## config.mk

```make
export PLATFORM = sky130hd
export DESIGN_NAME = gpio_command_byte_processor
export DESIGN_NICKNAME = d
export VERILOG_FILES = /design/src/hw/rtl/gcbp_pkg.sv /design/src/hw/rtl/gcbp_ram.sv /design/src/hw/rtl/gcbp_front.sv /design/src/hw/rtl/gcbp_queue.sv /design/src/hw/rtl/gcbp_back.sv /design/src/hw/rtl/gpio_command_byte_processor.sv
export SDC_FILE = /design/constraint.sdc
export NUM_CORES = 1
export LEC_CHECK = 0
export BUFFER_PORTS_ARGS = -buffer_cell sky130_fd_sc_hd__clkbuf_2
export CORE_MARGIN = 5
export CORE_UTILIZATION = 40
export DETAILED_ROUTE_END_ITERATION = 8
export PLACE_DENSITY = 0.55
export SETUP_SLACK_MARGIN = 0.5
export SLEW_MARGIN = 0
export SYNTH_ARGS = -nofsm -noshare
export SYNTH_HDL_FRONTEND = slang
export SYNTH_HIERARCHICAL = 1
export SYNTH_SLANG_ARGS = --single-unit
```

## constraint.sdc

```tcl
create_clock -name clock -period 9.6 [get_ports clock]
set_clock_uncertainty 0.05 [all_clocks]
set_input_delay 1.44 -clock clock [delete_from_list [all_inputs] [get_ports clock]]
set_output_delay 1.44 -clock clock [all_outputs]
set_load 0.1 [all_outputs]
```

## src/hw/rtl/gcbp_pkg.sv

```systemverilog
// shared types, constants and the pin lookup for the gpio command byte processor
// no dependencies; imported by every module of the block but gcbp_ram
package gcbp_pkg;

   localparam int FRAME_BYTES_DEF = 18;
   localparam int PIN_COUNT_DEF   = 32;
   localparam int PORT_COUNT_DEF  = 5;

   localparam int BYTE_W      = 8;
   localparam int LATCH_W     = 40;
   localparam int PORT_MAX    = 5;
   localparam int PIN_POS_W   = 6;
   localparam int QUEUE_DEPTH = 2;

   localparam logic [BYTE_W-1:0]  REJECT_MARK = 8'hFF;
   localparam logic [LATCH_W-1:0] LATCH_RESET = {LATCH_W{1'b1}};

   // command byte bits
   localparam int CMD_FRAME_BIT = 7;
   localparam int CMD_QUERY_BIT = 6;
   localparam int CMD_LEVEL_BIT = 5;

   // pin table: port in the high nibble, bit in the low three bits
   localparam logic [7:0] PIN_MAP [32] = '{
      8'h24, 8'h23, 8'h22, 8'h21, 8'h20, 8'h40, 8'h37, 8'h36,
      8'h35, 8'h34, 8'h33, 8'h25, 8'h26, 8'h27, 8'h44, 8'h45,
      8'h41, 8'h46, 8'h07, 8'h06, 8'h05, 8'h04, 8'h03, 8'h02,
      8'h01, 8'h00, 8'h42, 8'h10, 8'h11, 8'h12, 8'h13, 8'h14
   };

   typedef enum logic {
      ENT_SINGLE,
      ENT_WALK
   } entry_kind_type;

   // one unit of work handed from the front to the back
   typedef struct packed {
      entry_kind_type      kind;
      logic                match;
      logic [BYTE_W-1:0]   byte_val;
      logic [BYTE_W-1:0]   sum;
      logic                bank;
      logic [LATCH_W-1:0]  latch;
   } entry_type;

   typedef struct packed {
      logic                 hit;
      logic [PIN_POS_W-1:0] pos;
   } pin_type;

   function automatic pin_type pin_bit(input logic [7:0] cmd, input int pin_count,
                                       input int port_count);
      pin_type    res;
      logic [7:0] entry;
      logic [3:0] port;
      entry   = PIN_MAP[cmd[4:0]];
      port    = entry[7:4];
      res.hit = (int'(cmd[4:0]) < pin_count) && (int'(port) < port_count) &&
                (int'(port) < PORT_MAX);
      res.pos = {port[2:0], entry[2:0]};
      return res;
   endfunction

endpackage

```

## src/hw/rtl/gcbp_ram.sv

```systemverilog
// generic simple dual port ram, one write and one registered read port
// no dependencies
module gcbp_ram #(
   parameter int WIDTH = 8,
   parameter int DEPTH = 64,
   localparam int AW   = (DEPTH > 1) ? $clog2(DEPTH) : 1
) (
   input  logic             clock,
   input  logic             wr_en,
   input  logic [AW-1:0]    wr_addr,
   input  logic [WIDTH-1:0] wr_data,
   input  logic             rd_en,
   input  logic [AW-1:0]    rd_addr,
   output logic [WIDTH-1:0] rd_data
);

   logic [WIDTH-1:0] mem_ff [DEPTH];
   logic [WIDTH-1:0] rd_data_ff;

   always_ff @(posedge clock) begin
      if (wr_en) begin
         mem_ff[wr_addr] <= wr_data;
      end
      if (rd_en) begin
         rd_data_ff <= mem_ff[rd_addr];
      end
   end

   assign rd_data = rd_data_ff;

endmodule

```

## src/hw/rtl/gcbp_front.sv

```systemverilog
// front end: accepts command bytes, runs the frame counter, latch and checksum
// depends on gcbp_pkg
module gcbp_front #(
   parameter int FRAME_BYTES = gcbp_pkg::FRAME_BYTES_DEF,
   parameter int PIN_COUNT   = gcbp_pkg::PIN_COUNT_DEF,
   parameter int PORT_COUNT  = gcbp_pkg::PORT_COUNT_DEF,
   localparam int IDX_W      = (FRAME_BYTES > 1) ? $clog2(FRAME_BYTES) : 1,
   localparam int RAM_AW     = IDX_W + 1
) (
   input  logic                            clock,
   input  logic                            reset,
   input  logic                            req_valid,
   output logic                            req_stall,
   input  logic [gcbp_pkg::BYTE_W-1:0]     req_command_byte,
   input  logic [gcbp_pkg::LATCH_W-1:0]    req_pin_levels,
   input  logic                            walk_active,
   input  logic                            q_full,
   output logic                            q_push,
   output gcbp_pkg::entry_type             q_data,
   output logic                            wr_en,
   output logic [RAM_AW-1:0]               wr_addr,
   output logic [gcbp_pkg::BYTE_W-1:0]     wr_data
);
   import gcbp_pkg::*;

   localparam int POS_W = $clog2(FRAME_BYTES + 2);
   localparam logic [POS_W-1:0] POS_SUM = POS_W'(FRAME_BYTES + 1);

   logic [POS_W-1:0]   pos_ff, pos_in;
   logic [LATCH_W-1:0] latch_ff, latch_in;
   logic [BYTE_W-1:0]  sum_ff, sum_in;
   logic               commit_bank_ff, commit_bank_in;

   logic               is_idle, is_sum, is_frame, acc, match;
   pin_type            pb;
   logic [LATCH_W-1:0] latch_new;
   logic [BYTE_W-1:0]  query_byte;

   assign is_idle  = (pos_ff == '0);
   assign is_sum   = (pos_ff == POS_SUM);
   assign is_frame = !is_idle && !is_sum;

   // frame bytes land in the store the back end may be reading
   assign req_stall = is_frame ? walk_active : q_full;
   assign acc       = req_valid && !req_stall;

   assign pb    = pin_bit(req_command_byte, PIN_COUNT, PORT_COUNT);
   assign match = (sum_ff == req_command_byte);

   always_comb begin
      latch_new = latch_ff;
      if (pb.hit) begin
         latch_new[pb.pos] = req_command_byte[CMD_LEVEL_BIT];
      end
      query_byte = req_command_byte;
      query_byte[CMD_LEVEL_BIT] = pb.hit && req_pin_levels[pb.pos];
   end

   assign wr_en   = acc && is_frame;
   assign wr_addr = {~commit_bank_ff, IDX_W'(pos_ff - POS_W'(1))};
   assign wr_data = req_command_byte;

   always_comb begin
      pos_in         = pos_ff;
      latch_in       = latch_ff;
      sum_in         = sum_ff;
      commit_bank_in = commit_bank_ff;
      q_push         = 1'b0;
      q_data.kind     = ENT_SINGLE;
      q_data.match    = 1'b0;
      q_data.byte_val = req_command_byte;
      q_data.sum      = sum_ff;
      q_data.bank     = commit_bank_ff;
      q_data.latch    = latch_ff;
      if (acc) begin
         if (is_idle) begin
            q_push = 1'b1;
            if (req_command_byte[CMD_FRAME_BIT]) begin
               pos_in = POS_W'(1);
               sum_in = '0;
            end else if (req_command_byte[CMD_QUERY_BIT]) begin
               q_data.byte_val = query_byte;
            end else begin
               latch_in     = latch_new;
               q_data.latch = latch_new;
            end
         end else if (is_sum) begin
            q_push       = 1'b1;
            q_data.kind  = ENT_WALK;
            q_data.match = match;
            q_data.bank  = match ? ~commit_bank_ff : commit_bank_ff;
            if (match) begin
               commit_bank_in = ~commit_bank_ff;
            end
            pos_in = '0;
         end else begin
            sum_in = sum_ff + req_command_byte;
            pos_in = pos_ff + POS_W'(1);
         end
      end
   end

   always_ff @(posedge clock) begin
      if (reset) begin
         pos_ff         <= '0;
         latch_ff       <= LATCH_RESET;
         commit_bank_ff <= 1'b0;
      end else begin
         pos_ff         <= pos_in;
         latch_ff       <= latch_in;
         commit_bank_ff <= commit_bank_in;
      end
      sum_ff <= sum_in;
   end

endmodule

```

## src/hw/rtl/gcbp_queue.sv

```systemverilog
// short queue of work entries between the front and the back end
// depends on gcbp_pkg
module gcbp_queue (
   input  logic                clock,
   input  logic                reset,
   input  logic                push,
   input  gcbp_pkg::entry_type push_data,
   input  logic                pop,
   output gcbp_pkg::entry_type head,
   output logic                full,
   output logic                empty
);
   import gcbp_pkg::*;

   localparam int PTR_W = (QUEUE_DEPTH > 1) ? $clog2(QUEUE_DEPTH) : 1;
   localparam int CNT_W = $clog2(QUEUE_DEPTH + 1);

   entry_type        slot_ff [QUEUE_DEPTH];
   logic [PTR_W-1:0] wr_ptr_ff, wr_ptr_in;
   logic [PTR_W-1:0] rd_ptr_ff, rd_ptr_in;
   logic [CNT_W-1:0] count_ff, count_in;

   assign full  = (count_ff == CNT_W'(QUEUE_DEPTH));
   assign empty = (count_ff == '0);
   assign head  = slot_ff[rd_ptr_ff];

   always_comb begin
      wr_ptr_in = wr_ptr_ff;
      rd_ptr_in = rd_ptr_ff;
      count_in  = count_ff;
      if (push) begin
         wr_ptr_in = (wr_ptr_ff == PTR_W'(QUEUE_DEPTH - 1)) ? '0 : wr_ptr_ff + PTR_W'(1);
      end
      if (pop) begin
         rd_ptr_in = (rd_ptr_ff == PTR_W'(QUEUE_DEPTH - 1)) ? '0 : rd_ptr_ff + PTR_W'(1);
      end
      if (push && !pop) begin
         count_in = count_ff + CNT_W'(1);
      end else if (pop && !push) begin
         count_in = count_ff - CNT_W'(1);
      end
   end

   always_ff @(posedge clock) begin
      if (reset) begin
         wr_ptr_ff <= '0;
         rd_ptr_ff <= '0;
         count_ff  <= '0;
      end else begin
         wr_ptr_ff <= wr_ptr_in;
         rd_ptr_ff <= rd_ptr_in;
         count_ff  <= count_in;
      end
      if (push) begin
         slot_ff[wr_ptr_ff] <= push_data;
      end
   end

endmodule

```

## src/hw/rtl/gcbp_back.sv

```systemverilog
// back end: settings store, reply sequencer and the result register
// depends on gcbp_pkg and gcbp_ram
module gcbp_back #(
   parameter int FRAME_BYTES = gcbp_pkg::FRAME_BYTES_DEF,
   localparam int IDX_W      = (FRAME_BYTES > 1) ? $clog2(FRAME_BYTES) : 1,
   localparam int RAM_AW     = IDX_W + 1
) (
   input  logic                            clock,
   input  logic                            reset,
   input  logic                            q_empty,
   input  gcbp_pkg::entry_type             q_head,
   output logic                            q_pop,
   output logic                            busy,
   input  logic                            wr_en,
   input  logic [RAM_AW-1:0]               wr_addr,
   input  logic [gcbp_pkg::BYTE_W-1:0]     wr_data,
   output logic                            rsp_valid,
   input  logic                            rsp_stall,
   output logic [gcbp_pkg::BYTE_W-1:0]     rsp_reply_byte,
   output logic                            rsp_last_of_run,
   output logic [gcbp_pkg::LATCH_W-1:0]    rsp_port_drive,
   output logic                            rsp_reset_request
);
   import gcbp_pkg::*;

   localparam int RAM_DEPTH = 2 << IDX_W;

   typedef enum logic [1:0] {
      ST_IDLE,
      ST_HEAD,
      ST_READ,
      ST_EMIT
   } state_type;

   state_type          state_ff, state_in;
   entry_type          ent_ff, ent_in;
   logic [IDX_W-1:0]   idx_ff, idx_in;
   logic [1:0]         head_ff, head_in;
   logic               rsp_valid_ff, rsp_valid_in;
   logic [BYTE_W-1:0]  rsp_byte_ff, rsp_byte_in;
   logic               rsp_last_ff, rsp_last_in;
   logic [LATCH_W-1:0] rsp_drive_ff, rsp_drive_in;
   logic               rsp_rst_ff, rsp_rst_in;

   logic               vld_ff [RAM_DEPTH];
   logic               vld_rd_ff;
   logic               rd_en, out_free, idx_last;
   logic [RAM_AW-1:0]  rd_addr;
   logic [BYTE_W-1:0]  rd_data, store_byte, head_byte;

   gcbp_ram #(
      .WIDTH (BYTE_W),
      .DEPTH (RAM_DEPTH)
   ) u_store (
      .clock   (clock),
      .wr_en   (wr_en),
      .wr_addr (wr_addr),
      .wr_data (wr_data),
      .rd_en   (rd_en),
      .rd_addr (rd_addr),
      .rd_data (rd_data)
   );

   // entries never written read as the all-zero settings of reset
   always_ff @(posedge clock) begin
      if (reset) begin
         for (int i = 0; i < RAM_DEPTH; i++) begin
            vld_ff[i] <= 1'b0;
         end
      end else if (wr_en) begin
         vld_ff[wr_addr] <= 1'b1;
      end
      if (rd_en) begin
         vld_rd_ff <= vld_ff[rd_addr];
      end
   end

   assign rd_addr    = {ent_ff.bank, idx_ff};
   assign store_byte = vld_rd_ff ? rd_data : '0;
   assign idx_last   = (idx_ff == IDX_W'(FRAME_BYTES - 1));
   assign out_free   = !rsp_valid_ff || !rsp_stall;
   assign busy       = (state_ff != ST_IDLE);

   always_comb begin
      case (head_ff)
         2'd0:    head_byte = REJECT_MARK;
         2'd1:    head_byte = ent_ff.sum;
         default: head_byte = ent_ff.byte_val;
      endcase
   end

   always_comb begin
      state_in     = state_ff;
      ent_in       = ent_ff;
      idx_in       = idx_ff;
      head_in      = head_ff;
      rsp_valid_in = rsp_valid_ff && rsp_stall;
      rsp_byte_in  = rsp_byte_ff;
      rsp_last_in  = rsp_last_ff;
      rsp_drive_in = rsp_drive_ff;
      rsp_rst_in   = rsp_rst_ff;
      q_pop        = 1'b0;
      rd_en        = 1'b0;
      case (state_ff)
         ST_IDLE: begin
            if (!q_empty) begin
               if (q_head.kind == ENT_SINGLE) begin
                  if (out_free) begin
                     q_pop        = 1'b1;
                     rsp_valid_in = 1'b1;
                     rsp_byte_in  = q_head.byte_val;
                     rsp_last_in  = 1'b1;
                     rsp_drive_in = q_head.latch;
                     rsp_rst_in   = 1'b0;
                  end
               end else begin
                  q_pop    = 1'b1;
                  ent_in   = q_head;
                  idx_in   = '0;
                  head_in  = '0;
                  state_in = q_head.match ? ST_READ : ST_HEAD;
               end
            end
         end
         ST_HEAD: begin
            if (out_free) begin
               rsp_valid_in = 1'b1;
               rsp_byte_in  = head_byte;
               rsp_last_in  = 1'b0;
               rsp_drive_in = ent_ff.latch;
               rsp_rst_in   = 1'b0;
               head_in      = head_ff + 2'd1;
               if (head_ff == 2'd2) begin
                  state_in = ST_READ;
               end
            end
         end
         ST_READ: begin
            rd_en    = 1'b1;
            state_in = ST_EMIT;
         end
         ST_EMIT: begin
            if (out_free) begin
               rsp_valid_in = 1'b1;
               rsp_byte_in  = store_byte;
               rsp_last_in  = idx_last;
               rsp_drive_in = ent_ff.latch;
               rsp_rst_in   = ent_ff.match;
               if (idx_last) begin
                  state_in = ST_IDLE;
               end else begin
                  idx_in   = idx_ff + IDX_W'(1);
                  state_in = ST_READ;
               end
            end
         end
         default: begin
            state_in = ST_IDLE;
         end
      endcase
   end

   always_ff @(posedge clock) begin
      if (reset) begin
         state_ff     <= ST_IDLE;
         rsp_valid_ff <= 1'b0;
      end else begin
         state_ff     <= state_in;
         rsp_valid_ff <= rsp_valid_in;
      end
      ent_ff       <= ent_in;
      idx_ff       <= idx_in;
      head_ff      <= head_in;
      rsp_byte_ff  <= rsp_byte_in;
      rsp_last_ff  <= rsp_last_in;
      rsp_drive_ff <= rsp_drive_in;
      rsp_rst_ff   <= rsp_rst_in;
   end

   assign rsp_valid         = rsp_valid_ff;
   assign rsp_reply_byte    = rsp_byte_ff;
   assign rsp_last_of_run   = rsp_last_ff;
   assign rsp_port_drive    = rsp_drive_ff;
   assign rsp_reset_request = rsp_rst_ff;

endmodule

```

## src/hw/rtl/gpio_command_byte_processor.sv

```systemverilog
// top level of the gpio command byte processor
// depends on gcbp_pkg, gcbp_front, gcbp_queue, gcbp_back (and gcbp_ram below it)
//
// Takes one command byte per transaction together with a snapshot of the pin
// levels, and returns reply bytes, the last one of each run flagged by
// rsp_last_of_run; rsp_port_drive carries the output latch as it stood after
// the command. A single command (echo, pin query, pin set or clear) passes the
// front end, the two-entry work queue and the reply register before it shows up
// on rsp; the next byte can be taken every cycle while the queue has room.
// Settings frame bytes are taken one per cycle and produce no reply, but wait
// while the back end is still replaying an earlier frame or the queue holds an
// entry. A checksum byte produces FRAME_BYTES replies on a match, or
// FRAME_BYTES + 3 on a mismatch; each stored byte passes a read state and an
// emit state because the settings store has a registered read port. The store
// holds two banks, committed and staging, and a match simply swaps their roles.
// No clearing pass runs after reset.
module gpio_command_byte_processor #(
   parameter int FRAME_BYTES = gcbp_pkg::FRAME_BYTES_DEF,
   parameter int PIN_COUNT   = gcbp_pkg::PIN_COUNT_DEF,
   parameter int PORT_COUNT  = gcbp_pkg::PORT_COUNT_DEF
) (
   input  logic                            clock,
   input  logic                            reset,
   input  logic                            req_valid,
   output logic                            req_stall,
   input  logic [gcbp_pkg::BYTE_W-1:0]     req_command_byte,
   input  logic [gcbp_pkg::LATCH_W-1:0]    req_pin_levels,
   output logic                            rsp_valid,
   input  logic                            rsp_stall,
   output logic [gcbp_pkg::BYTE_W-1:0]     rsp_reply_byte,
   output logic                            rsp_last_of_run,
   output logic [gcbp_pkg::LATCH_W-1:0]    rsp_port_drive,
   output logic                            rsp_reset_request
);
   import gcbp_pkg::*;

   localparam int IDX_W  = (FRAME_BYTES > 1) ? $clog2(FRAME_BYTES) : 1;
   localparam int RAM_AW = IDX_W + 1;

   // work queue between front and back
   logic               q_push, q_pop, q_full, q_empty;
   entry_type          q_push_data, q_head;

   // staging writes into the settings store
   logic               wr_en;
   logic [RAM_AW-1:0]  wr_addr;
   logic [BYTE_W-1:0]  wr_data;

   // back end still owes replies from a frame, or the queue is not empty
   logic               back_busy, walk_active;

   assign walk_active = back_busy || !q_empty;

   gcbp_front #(
      .FRAME_BYTES (FRAME_BYTES),
      .PIN_COUNT   (PIN_COUNT),
      .PORT_COUNT  (PORT_COUNT)
   ) u_front (
      .clock            (clock),
      .reset            (reset),
      .req_valid        (req_valid),
      .req_stall        (req_stall),
      .req_command_byte (req_command_byte),
      .req_pin_levels   (req_pin_levels),
      .walk_active      (walk_active),
      .q_full           (q_full),
      .q_push           (q_push),
      .q_data           (q_push_data),
      .wr_en            (wr_en),
      .wr_addr          (wr_addr),
      .wr_data          (wr_data)
   );

   gcbp_queue u_queue (
      .clock     (clock),
      .reset     (reset),
      .push      (q_push),
      .push_data (q_push_data),
      .pop       (q_pop),
      .head      (q_head),
      .full      (q_full),
      .empty     (q_empty)
   );

   gcbp_back #(
      .FRAME_BYTES (FRAME_BYTES)
   ) u_back (
      .clock             (clock),
      .reset             (reset),
      .q_empty           (q_empty),
      .q_head            (q_head),
      .q_pop             (q_pop),
      .busy              (back_busy),
      .wr_en             (wr_en),
      .wr_addr           (wr_addr),
      .wr_data           (wr_data),
      .rsp_valid         (rsp_valid),
      .rsp_stall         (rsp_stall),
      .rsp_reply_byte    (rsp_reply_byte),
      .rsp_last_of_run   (rsp_last_of_run),
      .rsp_port_drive    (rsp_port_drive),
      .rsp_reset_request (rsp_reset_request)
   );

endmodule

```

== Word level (Yosys, flattened, before mapping) ==
Memories as Yosys holds them, arrays and structs flattened. A register that Yosys moved wholly into a read port is not among the register bits.
Cells that the tools add are included.

* Bits in registers: 176
* RAM bits: 694
* ROM bits: 256
* Input port bits: 52
* Output and inout bits: 52
* Word-level logic and storage cells: 197
* Memories kept: 4

* Add/sub/neg operators: 9
* Magnitude comparators: 4
* Equality and inequality tests: 20
* Multiplexer cells: 98
* Bitwise gates (word level): 3
* Reductions and logical operators: 39

{| class="wikitable"
|+ Memory list
! name !! words !! bits a word !! rd ports !! clocked after Yosys merged registers in !! write ports !! line !! text
|-
| u_back.u_store.mem_ff || 64 || 8 || 1 || 1 || 1 || gcbp_ram.sv:17 || <nowiki>logic [WIDTH-1:0] mem_ff [DEPTH];</nowiki>
|-
| (no name shown) || 32 || 8 || 1 || 0 || 0 || gcbp_pkg.sv:56 || <nowiki>entry = PIN_MAP[cmd[4:0]];</nowiki>
|-
| u_queue.slot_ff || 2 || 59 || 1 || 1 || 1 || gcbp_queue.sv:18 || <nowiki>entry_type slot_ff [QUEUE_DEPTH];</nowiki>
|-
| u_back.vld_ff || 64 || 1 || 1 || 1 || 64 || gcbp_back.sv:45 || <nowiki>logic vld_ff [RAM_DEPTH];</nowiki>
|}

{| class="wikitable"
|+ Operator list
! operator !! number
|-
| 40-bit 2-to-1 mux || 8
|-
| 8-bit 2-to-1 mux || 13
|-
| 40-bit one-hot mux with 2 select lines || 1
|-
| 41-bit 2-to-1 mux || 1
|-
| 40-bit bitwise mux || 1
|-
| 1-bit 2-to-1 mux || 40
|-
| 5-bit 2-to-1 mux || 7
|-
| 2-bit 2-to-1 mux || 14
|-
| 8-bit one-hot mux with 3 select lines || 1
|-
| 8-bit one-hot mux with 2 select lines || 1
|-
| 5-bit AND reduction || 3
|-
| 2-bit by 1-bit != test with 1-bit output, second input constant || 7
|-
| 5-bit by 1-bit adder with 5-bit output, second input constant || 2
|-
| 5-bit equality test, second input constant || 2
|-
| 10-bit 2-to-1 mux || 1
|-
| 5-bit one-hot mux with 2 select lines || 1
|-
| 2-bit nonzero test || 5
|-
| 8-bit adder || 1
|-
| 2-bit equality test, second input constant || 4
|-
| 8-bit equality test || 1
|-
| 1-bit logical AND || 8
|-
| 1-bit logical NOT || 8
|-
| 2-bit != test, second input constant || 4
|-
| 2-bit one-hot mux with 4 select lines || 1
|-
| other kinds (28) || 38
|}

== Longest topological paths before layout ==
* Depth after elaboration: 14
* Mapped depth: 12
* Depth with buffers taken out: 11

== Cells and area by module ==
Netlist, hierarchy kept.

{| class="wikitable"
|+ By module, submodules not included
! module !! times used !! cells an instance !! area each (µm²) !! sequential area each (µm²)
|-
| gcbp_ram || 1 || 940 || 20246.9 || 15615.0
|-
| gcbp_back || 1 || 541 || 7315.8 || 4824.6
|-
| gcbp_queue || 1 || 206 || 4508.1 || 3643.5
|-
| gcbp_front || 1 || 436 || 3897.5 || 1161.1
|-
| gpio_command_byte_processor || 1 || 1 || 6.3 || 0.0
|}

== Least setup slack after synthesis ==
Ideal clock, no wire load.

* Kind: input-to-reg
* From: input req_valid
* To: memory u_queue/slot_ff[0][0] (netlist name), enable pin
* Setup time: 0.483 ns
* Arrival time: 4.298 ns
* Required time: 9.067 ns
* Path slack: 4.769 ns
* Stages on the path: 2
* Buffers on the path: 0
* Cell sequence: and3b_1 > nor2b_1

* Longest elaborated chain between the ends: 4

{| class="wikitable"
|+ RTL lines
! item !! line !! text
|-
| from (decl) || gpio_command_byte_processor.sv:24 || <nowiki>input logic req_valid,</nowiki>
|-
| 1-bit logical AND || gcbp_front.sv:45 || <nowiki>assign acc = req_valid && !req_stall;</nowiki>
|-
| 1-bit 2-to-1 mux || gcbp_front.sv:75 || <nowiki>if (acc) begin</nowiki>
|-
| 1-bit 2-to-1 mux || gcbp_queue.sv:54 || <nowiki>if (push) begin</nowiki>
|-
| 1-bit 2-to-1 mux (not written as such) || gcbp_queue.sv:55 || <nowiki>slot_ff[wr_ptr_ff] <= push_data;</nowiki>
|-
| to (decl) || gcbp_queue.sv:18 ||
|}

Every way passes these cells.

== Final worst setup path ==
* From: input req_command_byte[1] (netlist name)
* To: register u_front.latch_ff[22]

* Longest elaborated chain between the ends: 13
* Elaborated cells on any way between the ends: 15
* Those cells by class: order compare (3); mux (9); bitwise (1); reduce/logical (1); memory (1)

{| class="wikitable"
|+ RTL lines
! item !! line !! text
|-
| from (decl) || gpio_command_byte_processor.sv:26 || <nowiki>input logic [gcbp_pkg::BYTE_W-1:0] req_command_byte,</nowiki>
|-
| 5-bit NOT with 6-bit output (not written as such) * || gcbp_pkg.sv:56 ||
|-
| memory 32 x 8 bit * || -- ||
|-
| 8-bit 2-to-1 mux (not written as such) * (2 in series) || gcbp_pkg.sv:56 ||
|-
| 6-bit by 7-bit less-than comparator with 1-bit output (not written as such) or 6-bit by 1-bit greater-or-equal comparator with 1-bit output (tied branches) || gcbp_front.sv:53 || <nowiki>latch_new[pb.pos] = req_command_byte[CMD_LEVEL_BIT];</nowiki>
|-
| 1-bit logical AND (not written as such) || gcbp_front.sv:53 ||
|-
| 1-bit 2-to-1 mux (not written as such) || gcbp_front.sv:53 ||
|-
| 1-bit demux with 6-bit select || -- ||
|-
| 40-bit bitwise mux || gcbp_front.sv:53 ||
|-
| 40-bit 2-to-1 mux * || gcbp_front.sv:52 || <nowiki>if (pb.hit) begin</nowiki>
|-
| 40-bit 2-to-1 mux * (3 in series) || -- ||
|-
| to (signal assigned) || gcbp_front.sv:110 || <nowiki>latch_ff <= latch_in;</nowiki>
|-
| to (decl) || gcbp_front.sv:30 || <nowiki>logic [LATCH_W-1:0] latch_ff, latch_in;</nowiki>
|}

Every way passes the cells marked *; elsewhere a longest branch is shown, timed or not. The select of a mux whose other input is x is not followed.
A chain may end at the register's enable or synchronous reset.

==> flow_metrics.py <==
metrics = {
    "routing": {
        "viasPerCell": 5.423,
        "post_drt_wl_per_cell_um": 23.64,
        "drt_pre_antenna_iters": 5,
        "vias": 18852,
        "postRouteWirelength_um": 82170,
        "route.detailed.drc": 0,
        "drt-initial-drc-count": 1448,
        "detail-route-antenna-nets": 0,
    },
    "logic_synthesis": {
        "synth_seq_cells": 880,
        "proportion_of_synthesized_chip_area_in_sequential_cells": 0.7017,
        "synth_cells": 2124,
        "post-synth-top-area-fraction": 0.6361,
        "synth-edff-count": 762,
        "syn_area_per_cell_um2": 16.94,
        "synth_warnings": 6,
        "synthArstFlopShare": 0,
        "synthesis.area_um2": 35970,
        "post_synth_num_cell_types": 78,
        "synth_ff_type": "sky130_fd_sc_hd__edfxtp_1",
        "synth_top_area_cell": "sky130_fd_sc_hd__edfxtp_1",
        "top_post_synthesis_cells_by_area": "sky130_fd_sc_hd__edfxtp_1 64%, sky130_fd_sc_hd__mux4_2 8.3%, sky130_fd_sc_hd__dfxtp_1 6.6%",
        "synthesis.nets": 2199,
    },
    "layout": {
        "fin_cells": 3476,
        "final_net_count": 2296,
        "antenna_cells_inserted": 0,
        "drive_above_1_share": 0.2609,
        "syn2layout_area_growth_pct": 12.89,
        "multi_input_comb_area_um2": 9691,
        "regArea_um2": 25250,
        "fillerInstances": 7614,
    },
    "worst_setup_path": {
        "cp.required_ps": 10070,
        "worstSetupEndpointType": "flop",
        "criticalPathCategory": "in -> reg",
        "critical_path.startpoint_type": "input pin",
        "critical_path.max_fanout": 76,
        "worst_ep_arrival_time_ps": 5610,
    },
    "timing": {
        "fmax_mhz": 194.4,
        "final.setup.worst_slack_ps": 4456,
        "finalHoldViolations": 0,
        "final-max-slew-violation-count": 0,
        "final_min_period_over_clock_period": 0.5358,
        "holdWs_ps": 402.9,
        "finalSetupViolations": 0,
        "slew_headroom": 0.1302,
        "max_slew.worst_pin.slew_ps": 1300,
        "fin_setup_tns_ps": 0,
        "final_period_minus_worst_setup_slack_ps": 5144,
        "grt_setup_unrepaired": "no",
    },
    "global_route": {
        "first_global_vias": 19343,
        "globalRouteTotalUtil": 0.1702,
        "largest_net_degree_at_the_start_of_global_routing": 94,
        "first_pass_grt_wire_length_um": 124200,
        "grt.overflow.total": 0,
        "grt_antenna_before_repair": 0,
    },
    "floorplanning": {
        "placement_rows": 110,
        "core_area_um2": 89600,
        "floorplan.die_area_um2": 96030,
        "die_width_um": 309.9,
        "chipHeight_um": 309.9,
        "floorplan.initialDensity": 0.4015,
        "io_pins": 104,
    },
    "cts": {
        "clockRootBuffer": "sky130_fd_sc_hd__clkbuf_16",
        "cts_max_level": 3,
        "tritoncts": "yes",
        "cts_repair_resize_count": 0,
        "cts.clk_slew.worst_paths_ps": 60,
        "cts_hold_repair.buffers": 0,
        "worst_skew_pair.late_latency_ps": 640,
        "cts.path.max_buffers": 3,
        "cts_inserted_buffers": 91,
        "cts_post_setup_buffers_inserted": 0,
        "clock_sinks": 880,
    },
    "worst_hold_path": {
        "worst_min_delay_path_category": "reg -> reg",
    },
    "outcome": {
        "outcome": "complete, no violations",
    },
    "pwr": {
        "p_total_uw": 10550,
        "leakagePower_uw": 0.01276,
        "worst_ir_drop_vdd_uv": 144.2,
        "p_per_cell_area_nw_per_um2": 259.9,
    },
    "placed_design": {
        "detailedPlace.worstSlack_ps": 3776,
        "place.detailed.hpwl_um": 49210,
        "placed_cells_incl_taps": 3304,
        "gp_congestion": 0.7946,
        "buffer_ports.inserted": 103,
    },
    "job": {
        "max_cap_violations": 0,
    },
}
==> sequential cells by signal, indices dropped and copies added (netlist names), 2 cells and up, named ones only <==
name,flops
u_back/u_store/mem_ff,512
u_front/pos_ff,5
u_back/state_ff,2
u_back/ent_ff,58
u_back/head_ff,2
u_front/latch_ff,40
u_back/vld_ff,64
u_back/rsp_port_drive,40
u_queue/slot_ff,118
u_back/u_store/rd_data,8
u_queue/count_ff,2
u_front/sum_ff,8
u_back/idx_ff,5
u_back/rsp_reply_byte,8
==> metrics by stage <==
step	utilization	cell area, um2
global placement	0.4187	37510
CTS	0.4532	40610
finish	0.4532	40610
global route	0.4532	40610
floorplan	-	35970
detailed placement	0.4187	37510
==> cell type report <==
cell class	instances	area share
Timing Repair Buffer	135	0.01935
Clock inverter	57	0.01433
Multi-Input combinational cell	1028	0.2386
Clock buffer	115	0.06193
Inverter	85	0.007857
Tap cell	1176	0.03623
Sequential cell	880	0.6217
==> critical path, stage by stage <==
cell and delay [ps]:
sky130_fd_sc_hd__clkbuf_2 90, sky130_fd_sc_hd__buf_4 610, sky130_fd_sc_hd__inv_1 340, sky130_fd_sc_hd__ha_1 310, sky130_fd_sc_hd__mux2i_1 180, sky130_fd_sc_hd__xnor2_1 130, sky130_fd_sc_hd__o21ai_1 930, sky130_fd_sc_hd__nand2_1 400
sky130_fd_sc_hd__nor3_1 490, sky130_fd_sc_hd__nand2_1 130, sky130_fd_sc_hd__mux2_4 330, sky130_fd_sc_hd__or2_1 200
==> final timing paths <==
check	from	to	slack, ps	cells past startpoint
setup / recovery	req_command_byte[1]	u_front/latch_ff[22]$_SDFFE_PP1P_	4460	12
hold / removal	u_front/latch_ff[25]$_SDFFE_PP1P_	u_queue/slot_ff[1][25]$_DFFE_PP_	400	0
setup reg to reg	u_front/pos_ff[0]$_SDFFE_PP0P_	u_back/u_store/mem_ff[12][4]$_DFFE_PP_	5350	9
hold reg to reg	u_front/latch_ff[25]$_SDFFE_PP1P_	u_queue/slot_ff[1][25]$_DFFE_PP_	400	0
==> cells in the mapped netlist, drive strengths merged (43+ instances only) <==
cell type	n
o22ai	75
clkbuf	55
a21oi	43
or2	45
inv	85
mux2	158
mux4	143
edfxtp	762
nor2	142
nand2	95
dfxtp	118
buf	76
==> cells in the final DEF (no fill, tap or decap), types with 30 or more instances in the layout <==
cell                        instances
sky130_fd_sc_hd__edfxtp_1         762
sky130_fd_sc_hd__mux4_2           133
sky130_fd_sc_hd__o22ai_1           75
sky130_fd_sc_hd__mux2_4            42
sky130_fd_sc_hd__dfxtp_1          116
sky130_fd_sc_hd__clkbuf_2         101
sky130_fd_sc_hd__nor3_1            30
sky130_fd_sc_hd__inv_1             85
sky130_fd_sc_hd__mux2i_1           40
sky130_fd_sc_hd__clkbuf_16         96
sky130_fd_sc_hd__mux2_2           113
sky130_fd_sc_hd__buf_4             32
sky130_fd_sc_hd__a21oi_1           42
sky130_fd_sc_hd__nand2_1           95
sky130_fd_sc_hd__or2_1             39
sky130_fd_sc_hd__nor2_1           141
==> per-layer routing <==
metal	GRT usage	share of wire	vias to the layer above
li1	-	-	8446
met1	0.2367	0.44	9850
met2	0.2865	0.50	457
met3	0.02532	0.046	99
met4	0.04062	0.018	0
met5	0	0	-
==> power breakdown <==
part	internal (uW)	switching, uW
sequential	4480	118
clock	2140	1470
combinational	726	1620
==> kinds of logic after synthesis <==
group                      synth area share
and+or+nand+nor                     0.06045
AOI/OAI and AO/OA                   0.03982
buffers and inverters               0.02988
muxes                                0.1555
adders and majority gates          0.008208
xor gates and xnor gates           0.004382
DFF                                  0.7017
Note: power is estimated with default switching activity, not from simulation.
